File: src/rtl/assert_macros.svh
// Assertion helpers shared by the clock modules. Each one expects clk and
// rst_n in the scope where it is used.
`ifndef ASSERT_MACROS_SVH
`define ASSERT_MACROS_SVH

// Consequent checked in the same cycle as the antecedent.
`define ASSERT_IMPL(label, ante, cons, msg) \
    label: assert property (@(posedge clk) disable iff (!rst_n) (ante) |-> (cons)) \
        else $error(msg);

// Consequent checked in the cycle after the antecedent.
`define ASSERT_NEXT(label, ante, cons, msg) \
    label: assert property (@(posedge clk) disable iff (!rst_n) (ante) |=> (cons)) \
        else $error(msg);

`endif

File: src/rtl/ccal_pkg.sv
package ccal_pkg;

    typedef logic [1:0] req_code_t;

    localparam req_code_t REQ_TICK  = 2'd0;
    localparam req_code_t REQ_LOAD  = 2'd1;
    localparam req_code_t REQ_CLEAR = 2'd2;

    typedef logic [1:0] cfg_index_t;

    localparam cfg_index_t CFG_ALARM_ENABLE = 2'd0;
    localparam cfg_index_t CFG_ALARM_HOUR   = 2'd1;
    localparam cfg_index_t CFG_ALARM_MINUTE = 2'd2;

    localparam int CFG_DATA_W = 6;

    typedef struct packed {
        logic [5:0]  second;
        logic [5:0]  minute;
        logic [4:0]  hour;
        logic [4:0]  day;
        logic [3:0]  month;
        logic [15:0] year;
    } ccal_time_t;

    typedef struct packed {
        logic       enable;
        logic [4:0] hour;
        logic [5:0] minute;
    } alarm_cfg_t;

    localparam logic [5:0] SEC_MAX       = 6'd59;
    localparam logic [5:0] MIN_MAX       = 6'd59;
    localparam logic [4:0] HOUR_MAX      = 5'd23;
    localparam logic [3:0] MONTH_MAX     = 4'd12;
    localparam logic [3:0] MONTH_FEB     = 4'd2;
    localparam logic [4:0] FEB_LEAP_DAYS = 5'd29;

    // Divisibility by 25: multiply by the inverse of 25 modulo 2^16, then the
    // product is at most floor(65535 / 25) exactly for the multiples of 25.
    localparam logic [15:0] INV25       = 16'd23593;
    localparam logic [15:0] DIV25_LIMIT = 16'd2621;

    localparam ccal_time_t TIME_RESET = '{
        second: 6'd50,
        minute: 6'd59,
        hour:   5'd23,
        day:    5'd24,
        month:  4'd12,
        year:   16'd2024
    };

    localparam alarm_cfg_t ALARM_RESET = '{
        enable: 1'b1,
        hour:   5'd6,
        minute: 6'd0
    };

    function automatic logic [4:0] month_days(input logic [3:0] month);
        logic [4:0] days;
        case (month)
            4'd2:                      days = 5'd28;
            4'd4, 4'd6, 4'd9, 4'd11:   days = 5'd30;
            default:                   days = 5'd31;
        endcase
        return days;
    endfunction

endpackage

File: src/rtl/ccal_req_if.sv
interface ccal_req_if;
    import ccal_pkg::*;

    logic        valid;
    logic        ready;
    req_code_t   req_type;
    logic        hold;
    logic [5:0]  load_second;
    logic [5:0]  load_minute;
    logic [4:0]  load_hour;
    logic [4:0]  load_day;
    logic [3:0]  load_month;
    logic [15:0] load_year;

    modport source (
        output valid, req_type, hold, load_second, load_minute, load_hour,
               load_day, load_month, load_year,
        input  ready
    );

    modport sink (
        input  valid, req_type, hold, load_second, load_minute, load_hour,
               load_day, load_month, load_year,
        output ready
    );
endinterface

File: src/rtl/ccal_rsp_if.sv
interface ccal_rsp_if;
    logic        valid;
    logic        ready;
    logic [5:0]  cur_second;
    logic [5:0]  cur_minute;
    logic [4:0]  cur_hour;
    logic [4:0]  cur_day;
    logic [3:0]  cur_month;
    logic [15:0] cur_year;
    logic        ringing;
    logic        alarm_fired;

    modport source (
        output valid, cur_second, cur_minute, cur_hour, cur_day, cur_month,
               cur_year, ringing, alarm_fired,
        input  ready
    );

    modport sink (
        input  valid, cur_second, cur_minute, cur_hour, cur_day, cur_month,
               cur_year, ringing, alarm_fired,
        output ready
    );
endinterface

File: src/rtl/ccal_advance.sv
module ccal_advance (
    input  ccal_pkg::ccal_time_t cur,
    output ccal_pkg::ccal_time_t nxt
);
    import ccal_pkg::*;

    logic [15:0] year_inv;
    logic        div25;
    logic        leap;
    logic [4:0]  month_len;
    logic [5:0]  day_inc;
    logic        sec_wrap;
    logic        min_wrap;
    logic        hour_wrap;
    logic        day_wrap;
    logic        month_wrap;

    assign year_inv = cur.year * INV25;
    assign div25    = (year_inv <= DIV25_LIMIT);

    // Gregorian rule: divisible by 4, and either not by 100 or also by 400.
    assign leap = (cur.year[1:0] == 2'd0) && (!div25 || (cur.year[3:0] == 4'd0));

    assign month_len = (cur.month == MONTH_FEB && leap) ? FEB_LEAP_DAYS
                                                        : month_days(cur.month);

    assign sec_wrap   = (cur.second >= SEC_MAX);
    assign min_wrap   = (cur.minute >= MIN_MAX);
    assign hour_wrap  = (cur.hour >= HOUR_MAX);
    assign day_inc    = {1'b0, cur.day} + 6'd1;
    assign day_wrap   = (day_inc > {1'b0, month_len});
    assign month_wrap = (cur.month >= MONTH_MAX);

    always_comb
    begin
        nxt = cur;
        nxt.second = sec_wrap ? 6'd0 : cur.second + 6'd1;
        if (sec_wrap)
        begin
            nxt.minute = min_wrap ? 6'd0 : cur.minute + 6'd1;
            if (min_wrap)
            begin
                nxt.hour = hour_wrap ? 5'd0 : cur.hour + 5'd1;
                if (hour_wrap)
                begin
                    nxt.day = day_wrap ? 5'd1 : day_inc[4:0];
                    if (day_wrap)
                    begin
                        nxt.month = month_wrap ? 4'd1 : cur.month + 4'd1;
                        if (month_wrap)
                        begin
                            nxt.year = cur.year + 16'd1;
                        end
                    end
                end
            end
        end
    end

endmodule

File: src/rtl/ccal_core.sv
`include "assert_macros.svh"

module ccal_core (
    input  logic                 clk,
    input  logic                 rst_n,
    input  logic                 accept,
    input  ccal_pkg::req_code_t  req_type,
    input  logic                 hold,
    input  ccal_pkg::ccal_time_t load,
    input  ccal_pkg::alarm_cfg_t alarm,
    output ccal_pkg::ccal_time_t clock_next,
    output logic                 ringing_next,
    output logic                 fired
);
    import ccal_pkg::*;

    ccal_time_t clock_reg;
    logic       ringing_reg;
    ccal_time_t advanced;
    ccal_time_t clamped;

    ccal_advance u_advance (
        .cur (clock_reg),
        .nxt (advanced)
    );

    // Loaded values are forced into range; the day is not checked against
    // the month length and rolls over on the next day carry.
    always_comb
    begin
        clamped.second = (load.second > SEC_MAX) ? SEC_MAX : load.second;
        clamped.minute = (load.minute > MIN_MAX) ? MIN_MAX : load.minute;
        clamped.hour   = (load.hour > HOUR_MAX) ? HOUR_MAX : load.hour;
        clamped.day    = (load.day == 5'd0) ? 5'd1 : load.day;
        clamped.month  = (load.month == 4'd0)     ? 4'd1
                       : (load.month > MONTH_MAX) ? MONTH_MAX
                       :                            load.month;
        clamped.year   = load.year;
    end

    // The alarm compares the time as it stands before this tick advances it.
    assign fired = (req_type == REQ_TICK) && alarm.enable
                && (clock_reg.hour == alarm.hour)
                && (clock_reg.minute == alarm.minute)
                && (clock_reg.second == 6'd0);

    always_comb
    begin
        clock_next   = clock_reg;
        ringing_next = ringing_reg;
        case (req_type)
            REQ_TICK:
            begin
                ringing_next = ringing_reg | fired;
                if (!hold)
                begin
                    clock_next = advanced;
                end
            end
            REQ_LOAD:
            begin
                clock_next = clamped;
            end
            REQ_CLEAR:
            begin
                ringing_next = 1'b0;
            end
            default:
            begin
                clock_next   = clock_reg;
                ringing_next = ringing_reg;
            end
        endcase
    end

    always_ff @(posedge clk or negedge rst_n)
    begin
        if (!rst_n)
        begin
            clock_reg   <= TIME_RESET;
            ringing_reg <= 1'b0;
        end
        else if (accept)
        begin
            clock_reg   <= clock_next;
            ringing_reg <= ringing_next;
        end
    end

    `ASSERT_NEXT(a_clear_drops_ringing, accept && req_type == REQ_CLEAR, !ringing_reg, "clear request left the alarm ringing")
    `ASSERT_NEXT(a_hold_keeps_time, accept && req_type == REQ_TICK && hold, $stable(clock_reg), "held tick moved the time")

endmodule

File: src/rtl/calendar_clock_with_alarm_top.sv
// Real-time clock and Gregorian calendar with one daily alarm. Each item on
// req is a one-second tick, a load of time and date, a clear of the ringing
// flag or a no-op; each gives exactly one item on rsp with the time, date and
// ringing flag as they stand afterwards. A tick first compares hour, minute
// and second zero against the alarm registers, then advances unless hold is
// set; leap years follow the current year. The block takes one item per clock
// cycle: the whole update is one level of carry logic plus a 16-bit multiply
// for the leap-year test, between the state registers and the result register,
// and req stays ready while the result register is empty or being drained.
// Alarm registers are written through cfg_we, cfg_index and cfg_data.
`include "assert_macros.svh"

module calendar_clock_with_alarm_top (
    input  logic                              clk,
    input  logic                              rst_n,
    input  logic                              cfg_we,
    input  ccal_pkg::cfg_index_t              cfg_index,
    input  logic [ccal_pkg::CFG_DATA_W-1:0]   cfg_data,
    ccal_req_if.sink                          req,
    ccal_rsp_if.source                        rsp
);
    import ccal_pkg::*;

    alarm_cfg_t alarm_reg;
    ccal_time_t load;
    ccal_time_t clock_next;
    logic       ringing_next;
    logic       core_fired;
    logic       accept;

    logic       rsp_valid_reg;
    ccal_time_t rsp_time_reg;
    logic       rsp_ringing_reg;
    logic       rsp_fired_reg;

    always_ff @(posedge clk or negedge rst_n)
    begin
        if (!rst_n)
        begin
            alarm_reg <= ALARM_RESET;
        end
        else if (cfg_we)
        begin
            case (cfg_index)
                CFG_ALARM_ENABLE: alarm_reg.enable <= cfg_data[0];
                CFG_ALARM_HOUR:   alarm_reg.hour   <= cfg_data[4:0];
                CFG_ALARM_MINUTE: alarm_reg.minute <= cfg_data[5:0];
                default:          alarm_reg        <= alarm_reg;
            endcase
        end
    end

    assign load.second = req.load_second;
    assign load.minute = req.load_minute;
    assign load.hour   = req.load_hour;
    assign load.day    = req.load_day;
    assign load.month  = req.load_month;
    assign load.year   = req.load_year;

    assign req.ready = !rsp_valid_reg || rsp.ready;
    assign accept    = req.valid && req.ready;

    ccal_core u_core (
        .clk          (clk),
        .rst_n        (rst_n),
        .accept       (accept),
        .req_type     (req.req_type),
        .hold         (req.hold),
        .load         (load),
        .alarm        (alarm_reg),
        .clock_next   (clock_next),
        .ringing_next (ringing_next),
        .fired        (core_fired)
    );

    always_ff @(posedge clk or negedge rst_n)
    begin
        if (!rst_n)
        begin
            rsp_valid_reg <= 1'b0;
        end
        else if (accept)
        begin
            rsp_valid_reg <= 1'b1;
        end
        else if (rsp.ready)
        begin
            rsp_valid_reg <= 1'b0;
        end
    end

    always_ff @(posedge clk)
    begin
        if (accept)
        begin
            rsp_time_reg    <= clock_next;
            rsp_ringing_reg <= ringing_next;
            rsp_fired_reg   <= core_fired;
        end
    end

    assign rsp.valid       = rsp_valid_reg;
    assign rsp.cur_second  = rsp_time_reg.second;
    assign rsp.cur_minute  = rsp_time_reg.minute;
    assign rsp.cur_hour    = rsp_time_reg.hour;
    assign rsp.cur_day     = rsp_time_reg.day;
    assign rsp.cur_month   = rsp_time_reg.month;
    assign rsp.cur_year    = rsp_time_reg.year;
    assign rsp.ringing     = rsp_ringing_reg;
    assign rsp.alarm_fired = rsp_fired_reg;

    `ASSERT_NEXT(a_fire_sets_ringing, accept && core_fired, rsp.valid && rsp.ringing && rsp.alarm_fired, "alarm match did not reach the result")
    `ASSERT_IMPL(a_fired_implies_ringing, rsp.valid && rsp.alarm_fired, rsp.ringing, "alarm fired without ringing")
    `ASSERT_IMPL(a_time_in_range, rsp.valid, rsp.cur_second <= SEC_MAX && rsp.cur_minute <= MIN_MAX && rsp.cur_hour <= HOUR_MAX && rsp.cur_day != 5'd0 && rsp.cur_month != 4'd0 && rsp.cur_month <= MONTH_MAX, "result time out of range")

endmodule

File: src/flat_wrapper.sv
// flat-port wrapper written by rule: the top's interface ports become plain ports
module calendar_clock_with_alarm_top_flat import ccal_pkg::*;
  (clk, rst_n, cfg_we, cfg_index, cfg_data, req_valid, req_req_type, req_hold, req_load_second, req_load_minute, req_load_hour, req_load_day, req_load_month, req_load_year, req_ready, rsp_valid, rsp_cur_second, rsp_cur_minute, rsp_cur_hour, rsp_cur_day, rsp_cur_month, rsp_cur_year, rsp_ringing, rsp_alarm_fired, rsp_ready);
  ccal_req_if req_i ();
  ccal_rsp_if rsp_i ();
  input  logic clk;
  input  logic rst_n;
  input  logic cfg_we;
  input  ccal_pkg::cfg_index_t cfg_index;
  input  logic [ccal_pkg::CFG_DATA_W-1:0] cfg_data;
  input wire logic [$bits(req_i.valid)-1:0] req_valid;
  input wire logic [$bits(req_i.req_type)-1:0] req_req_type;
  input wire logic [$bits(req_i.hold)-1:0] req_hold;
  input wire logic [$bits(req_i.load_second)-1:0] req_load_second;
  input wire logic [$bits(req_i.load_minute)-1:0] req_load_minute;
  input wire logic [$bits(req_i.load_hour)-1:0] req_load_hour;
  input wire logic [$bits(req_i.load_day)-1:0] req_load_day;
  input wire logic [$bits(req_i.load_month)-1:0] req_load_month;
  input wire logic [$bits(req_i.load_year)-1:0] req_load_year;
  output wire logic [$bits(req_i.ready)-1:0] req_ready;
  output wire logic [$bits(rsp_i.valid)-1:0] rsp_valid;
  output wire logic [$bits(rsp_i.cur_second)-1:0] rsp_cur_second;
  output wire logic [$bits(rsp_i.cur_minute)-1:0] rsp_cur_minute;
  output wire logic [$bits(rsp_i.cur_hour)-1:0] rsp_cur_hour;
  output wire logic [$bits(rsp_i.cur_day)-1:0] rsp_cur_day;
  output wire logic [$bits(rsp_i.cur_month)-1:0] rsp_cur_month;
  output wire logic [$bits(rsp_i.cur_year)-1:0] rsp_cur_year;
  output wire logic [$bits(rsp_i.ringing)-1:0] rsp_ringing;
  output wire logic [$bits(rsp_i.alarm_fired)-1:0] rsp_alarm_fired;
  input wire logic [$bits(rsp_i.ready)-1:0] rsp_ready;
  assign req_i.valid = req_valid;
  assign req_i.req_type = req_req_type;
  assign req_i.hold = req_hold;
  assign req_i.load_second = req_load_second;
  assign req_i.load_minute = req_load_minute;
  assign req_i.load_hour = req_load_hour;
  assign req_i.load_day = req_load_day;
  assign req_i.load_month = req_load_month;
  assign req_i.load_year = req_load_year;
  assign req_ready = req_i.ready;
  assign rsp_valid = rsp_i.valid;
  assign rsp_cur_second = rsp_i.cur_second;
  assign rsp_cur_minute = rsp_i.cur_minute;
  assign rsp_cur_hour = rsp_i.cur_hour;
  assign rsp_cur_day = rsp_i.cur_day;
  assign rsp_cur_month = rsp_i.cur_month;
  assign rsp_cur_year = rsp_i.cur_year;
  assign rsp_ringing = rsp_i.ringing;
  assign rsp_alarm_fired = rsp_i.alarm_fired;
  assign rsp_i.ready = rsp_ready;
  calendar_clock_with_alarm_top u_core (.clk(clk), .rst_n(rst_n), .cfg_we(cfg_we), .cfg_index(cfg_index), .cfg_data(cfg_data), .req(req_i), .rsp(rsp_i));
endmodule
File: config.mk
export PLATFORM = sky130hd
export DESIGN_NAME = calendar_clock_with_alarm_top_flat
export DESIGN_NICKNAME = d
export VERILOG_FILES = /design/src/rtl/ccal_pkg.sv /design/src/rtl/ccal_req_if.sv /design/src/rtl/ccal_rsp_if.sv /design/src/rtl/ccal_advance.sv /design/src/rtl/ccal_core.sv /design/src/rtl/calendar_clock_with_alarm_top.sv /design/src/flat_wrapper.sv
export VERILOG_INCLUDE_DIRS = /design/src /design/src/rtl
export SDC_FILE = /design/constraint.sdc
export NUM_CORES = 1
export LEC_CHECK = 0
export ABC_AREA = 1
export BUFFER_PORTS_ARGS = -buffer_cell sky130_fd_sc_hd__buf_2
export CORE_UTILIZATION = 63
export CTS_BUF_LIST = sky130_fd_sc_hd__clkbuf_16
export CTS_CLUSTER_SIZE = 40
export DETAILED_ROUTE_END_ITERATION = 10
export PLACE_DENSITY = 0.83
export SYNTH_ARGS = -nofsm -noshare
export SYNTH_HDL_FRONTEND = slang
export SYNTH_SLANG_ARGS = --single-unit
File: constraint.sdc
create_clock -name clk -period 8.5 [get_ports clk]
set_input_delay 2.125 -clock clk [delete_from_list [all_inputs] [get_ports clk]]
set_output_delay 2.125 -clock clk [all_outputs]
set_load 0.05 [all_outputs]
After elaboration in Yosys (flattened, before gate mapping)
Index checks and enable logic that the tools add are counted.
{"block": "op_classes", "addsub": 6, "n_mul": 1, "n_lt_le_gt_ge": 10, "eq_ne": 11, "muxes": 23, "bitwise_logic": 1, "reduce_logical": 23}
{"op": "case mux 42 bit (2 select lines)", "n": 1}
{"op": "two-way mux 42 bit", "n": 1}
{"op": "two-way mux 36 bit", "n": 1}
{"op": "two-way mux 30 bit", "n": 1}
{"op": "two-way mux 25 bit", "n": 1}
{"op": "two-way mux 6 bit", "n": 4}
{"op": "two-way mux 20 bit", "n": 1}
{"op": "two-way mux 5 bit", "n": 4}
{"op": "adder 16 x 1 -> 16 bit, second input constant", "n": 1}
{"op": "less-or-equal comparator 16 x 12 -> 1 bit, second input constant", "n": 1}
{"op": "multiplier 16 x 15 -> 16 bit, second input constant", "n": 1}
{"op": "two-way mux 16 bit", "n": 1}
{"op": "adder 6 x 1 -> 6 bit, second input constant", "n": 2}
{"op": ">= comparator 6 bit, second input constant", "n": 2}
{"op": "> comparator 6 bit, second input constant", "n": 2}
{"op": "two-way mux 4 bit", "n": 3}
{"op": "equality test 4 x 3 -> 1 bit, second input constant", "n": 2}
{"op": "equality test 4 bit, second input constant", "n": 2}
{"op": "logical NOT 4 bit", "n": 2}
{"op": "logical AND 1 bit", "n": 7}
{"op": "adder 5 x 1 -> 6 bit, second input constant", "n": 1}
{"op": "equality test 6 bit", "n": 1}
{"op": "> comparator 6 x 5 -> 1 bit", "n": 1}
{"op": "logical NOT 2 bit", "n": 3}
{"op": "other kinds (22)", "n": 29}
{"block": "totals", "regBits": 100, "inputBits": 58, "output_inout_bits": 46}

Longest topological paths before layout
{"block": "depth", "ltp_word": 14, "mapped_depth": 38, "depth_no_buf": 38}

Cells and area by module
From an unflattened synthesis, not the netlist that was laid out.
{"block": "hier_totals", "cells_unflattened": 1034, "area_unflattened_um2": 7995.2}
{"module": "ccal_core", "n_inst": 1, "cells_each": 473, "area_each_um2": 3052.9, "seq_area_each_um2": 1104.8}
{"module": "ccal_advance", "n_inst": 1, "cells_each": 454, "area_each_um2": 3035.4, "seq_area_each_um2": 0.0}
{"module": "calendar_clock_with_alarm_top", "n_inst": 1, "cells_each": 107, "area_each_um2": 1906.8, "seq_area_each_um2": 1650.3}

Worst setup path after synthesis
No wires, ideal clock.
{"block": "synth_path", "kind": "register to register", "start": "register u_core.u_core.clock_reg[3] (netlist name)", "end": "register u_core.rsp_time_reg, in the netlist u_core.rsp.cur_month[0], data pin", "setup_time_ns": 0.275, "arrival_time_ns": 5.293, "required_ns": 8.225, "path_slack_ns": 2.932, "stages_incl_launch_ff": 30, "path_buffers": 1, "period_less_slack_ns": 5.568, "cell_sequence": "dfstp_2 > inv_1 > ha_1 > ha_1 > inv_1 > fa_1 > fa_1 > inv_1 > fa_1 > ha_1 > ha_1 > a21oi_1 > o21a_1 > nand2_1 > nand2_1 > nand2_1 > nor2_1 > nand3_1 > nand2_1 > a21oi_1 > ha_1 > nand2_1 > nand3_1 > nor2_1 > nand3_1 > nand2_1 > buf_4 > nand2_1 > o31ai_1 > nand3_1"}
{"item": "from (decl)", "line": "ccal_core.sv:17", "rtl": "ccal_time_t clock_reg;"}
{"item": "from (signal assigned)", "line": "ccal_core.sv:85", "rtl": "clock_reg <= clock_next;"}
{"item": "to (signal assigned)", "line": "calendar_clock_with_alarm_top.sv:96", "rtl": "rsp_time_reg <= clock_next;"}
{"item": "to (decl)", "line": "calendar_clock_with_alarm_top.sv:32", "rtl": "ccal_time_t rsp_time_reg;"}

==> flow_summary.json <==
{
  "synthSimpleGateAreaFrac": 0.2347,
  "critPathKind": "reg2reg",
  "ys_seq_area_frac": 0.3767,
  "max_stage_delay_ns": 0.61,
  "maxCapViolCount": 0,
  "synth_top_family_by_area": "simple AND/OR/NAND/NOR gates",
  "die_w_um": 109.8,
  "cts_setup_buffers": 0,
  "synth_xor_xnor_area_share": 0.02155,
  "htreeDepth": 3,
  "timing.rr.start": "u_core.u_core.clock_reg[3]",
  "status": "finished clean",
  "clk-insertion-delay-late_ns": 0.35,
  "pwr_density_cell_mw_per_mm2": 283.4,
  "synthAdderAreaFrac": 0.1758,
  "tightest_slew_ns": 1.176,
  "peakVddDrop_mv": 0.2494,
  "pwr-share-seq": 0.298,
  "r2r-end": "u_core.rsp.cur_year[10]",
  "syn-num-nets": 1033,
  "hp-class": "reg2reg",
  "critPathArrivalTime_ns": 6.52,
  "grt_pass1_vias": 6165,
  "ys_ff_latch": 100,
  "end_kind": "flip-flop",
  "fin_hold_ws_ns": 0.5158,
  "fmax_mhz": 155.5,
  "vias": 6570,
  "ys_types": 49,
  "synthTopCellsByArea": "edfxtp_1, ha_1, nand2_1, dfrtp_1, dfstp_2",
  "overflow": 0,
  "dpl.hpwl_um": 13210,
  "endpoint": "u_core.rsp.cur_year[10]",
  "io_buffers": 103,
  "drtAntennaViolNets": 0,
  "cts_tree": "done",
  "required_ns": 8.59,
  "setup_viol": 0,
  "synthesis.area_mm2": 0.007315,
  "cts_resized": 0,
  "hold_viol": 0,
  "reg2reg_slack_ns": 2.07,
  "num-fill-cells": 853,
  "critPathMostFrequentCell": "nand2_1",
  "async_reset_ff_frac": 0.5600,
  "grt_pass1_wl_um": 29130,
  "cts_made_buffers": 9,
  "maxSlewViolCount": 0,
  "synth-compound-area-share": 0.1085,
  "startpoint": "u_core.u_core.clock_reg[3]",
  "synth_edf_count": 44,
  "yosysTopAreaCellShare": 0.1806,
  "pwr-share-clk": 0.164,
  "yosysTopAreaCell": "edfxtp_1",
  "place_area_mm2": 0.007946,
  "grt_max_degree": 117,
  "area_growth_pct": 12.32,
  "clk_path_buf_depth": 2,
  "path_max_fanout": 13,
  "firstDrtPassIters": 6,
  "post-route-cell-area_mm2": 0.008215,
  "p_sw_frac": 0.4563,
  "die_area_mm2": 0.01205,
  "wl_per_cell_um": 15.90,
  "fin_crit_sh": 0.7567,
  "wirelength_um": 17870,
  "die_h_um": 109.8,
  "io_pins": 104,
  "finalSetupTns_ns": 0,
  "cts.sinks": 100,
  "drive_gt1_frac": 0.1738,
  "grtUsageTotal": 0.3182,
  "root_buffer": "clkbuf_16",
  "worst_path_max_delay_cell": "dfstp_2",
  "drcViolationCount": 0,
  "layout.nets": 1129,
  "drt-initial-drc-count": 665,
  "final_util": 0.7416,
  "coreArea_mm2": 0.01108,
  "avgViaCountPerCell": 5.845,
  "skew_ns": 0.01158,
  "min_period_ns": 6.432,
  "n_antenna_cell": 0,
  "rsz0062_at_grt": "false",
  "clk_pin_slew_ns": 0.07,
  "p_sw_w": 0.001062,
  "start_util": 0.6603,
  "hold_buffers": 0,
  "std_cell_rows": 38,
  "p_comb_frac": 0.538,
  "largest_register_ffs": 42,
  "crit_path_start_kind": "flip-flop",
  "ys.flop_type": "edfxtp_1",
  "power.total_w": 0.002328,
  "place_congestion": 0.9085,
  "slew_headroom": 0.2163,
  "ys_warn_count": 0,
  "p_int_w": 0.001266,
  "avgSynthCellArea_um2": 8.284,
  "p_leak_nw": 4.062,
  "syn-instance-count": 883,
  "rr_worst_depth": 32,
  "muxShareOfSynthArea": 0.001540,
  "antenna_found_initial": 0
}
-- Yosys cell counts (3+ instances only) --
library cell  count
ha_1             74
o31ai_1           5
o221ai_1          8
o21ai_1           3
nor2_2            4
nand2_1         234
xnor2_1           7
dfstp_2          26
nand4_1          17
nor4_1            3
fa_1             18
dfrtp_1          30
nand3_1          70
nor2_4            5
o21ai_0          73
nor3_1           13
inv_1           131
buf_1             3
a21oi_1          13
nor2_1           23
clkbuf_1         15
xor2_1           11
edfxtp_1         44
nand3b_1          4
o211ai_1         16
a22oi_1           3
-- power groups by stage --
stage	clock network (W)	logic [W]	registers [W]
3_5_place_dp	0	0.00123	0.000699
3_3_place_gp	0	0.00119	0.000697
4_1_cts	0.000383	0.00124	0.000691
6_report	0.000381	0.00125	0.000693
5_1_grt	0.000398	0.00143	0.000705
2_1_floorplan	0	0.000881	0.000753
-- through the flow --
stage / instances / setup slack, ns
final: 1124 / 2.068
after global routing: 1124 / 1.656
after CTS: 1124 / 2.109
after detailed placement: 1108 / 2.140
after global placement: 1108 / 2.341
after floorplan: 883 / 2.932
-- cell usage in the layout (no fill, tap or decap), drive strengths merged, types with 9 or more instances in the layout --
master and instances:
edfxtp 44, a21oi 13, nor3 14, ha 74, fa 18, o21ai 77, nand2 236, nor2 32
nand4 17, o211ai 17, buf 107, nand3 73, xor2 11, dfstp 26, inv 135, dfrtp 30
clkbuf 9
-- cells by family (layout without fill, tap and decap cells) --
| kind of cell | after synthesis | count (layout) |
|---|---|---|
| compound gates | 133 | 133 |
| xor+xnor | 18 | 18 |
| flops | 100 | 100 |
| mux | 1 | 1 |
| fa+ha+maj | 92 | 92 |
| buf+inv | 156 | 257 |
| simple gates | 383 | 383 |
-- worst min path at each step --
stage                                    startpoint                   endpoint  slack, ns  cells past startpoint
after floorplan           u_core.u_core.ringing_reg  u_core.u_core.ringing_reg       0.44                      2
after global routing           u_core.alarm_reg[11]       u_core.alarm_reg[11]       0.54                      2
after CTS                      u_core.alarm_reg[11]       u_core.alarm_reg[11]       0.52                      2
after global placement    u_core.u_core.ringing_reg  u_core.u_core.ringing_reg       0.46                      2
final                           u_core.alarm_reg[3]        u_core.alarm_reg[3]       0.52                      2
after detailed placement  u_core.u_core.ringing_reg  u_core.u_core.ringing_reg       0.47                      2
-- worst max-delay path: cells and delay by family (launching register included) --
| kind | cells | cell delay, ns |
|---|---|---|
| fa+ha+maj | 8 | 3.01 |
| simple gates | 18 | 1.95 |
| flops | 1 | 0.61 |
| compound gates | 3 | 0.39 |
| buf+inv | 3 | 0.21 |
-- metal layers --
| metal | track usage | part of all wire | vias up | wire [um] |
|---|---|---|---|---|
| met4 | 0.09714 | 0.015 | 0 | 269 |
| met2 | 0.5130 | 0.47 | 334 | 8312 |
| li1 | - | - | 3144 | - |
| met5 | 0 | 0 | - | 0 |
| met1 | 0.4405 | 0.44 | 3067 | 7919 |
| met3 | 0.05394 | 0.077 | 25 | 1372 |
-- area by class of cell --
class / instances / area, um2 / area share
Clock buffer: 9 / 225.2 / 0.02741
Clock inverter: 7 / 43.79 / 0.005330
Inverter: 134 / 505.5 / 0.06153
Multi-Input combinational cell: 627 / 3965 / 0.4826
Sequential cell: 100 / 2755 / 0.3354
Tap cell: 140 / 175.2 / 0.02132
Timing Repair Buffer: 107 / 545.5 / 0.06640
(Power assumes the default switching activity.)
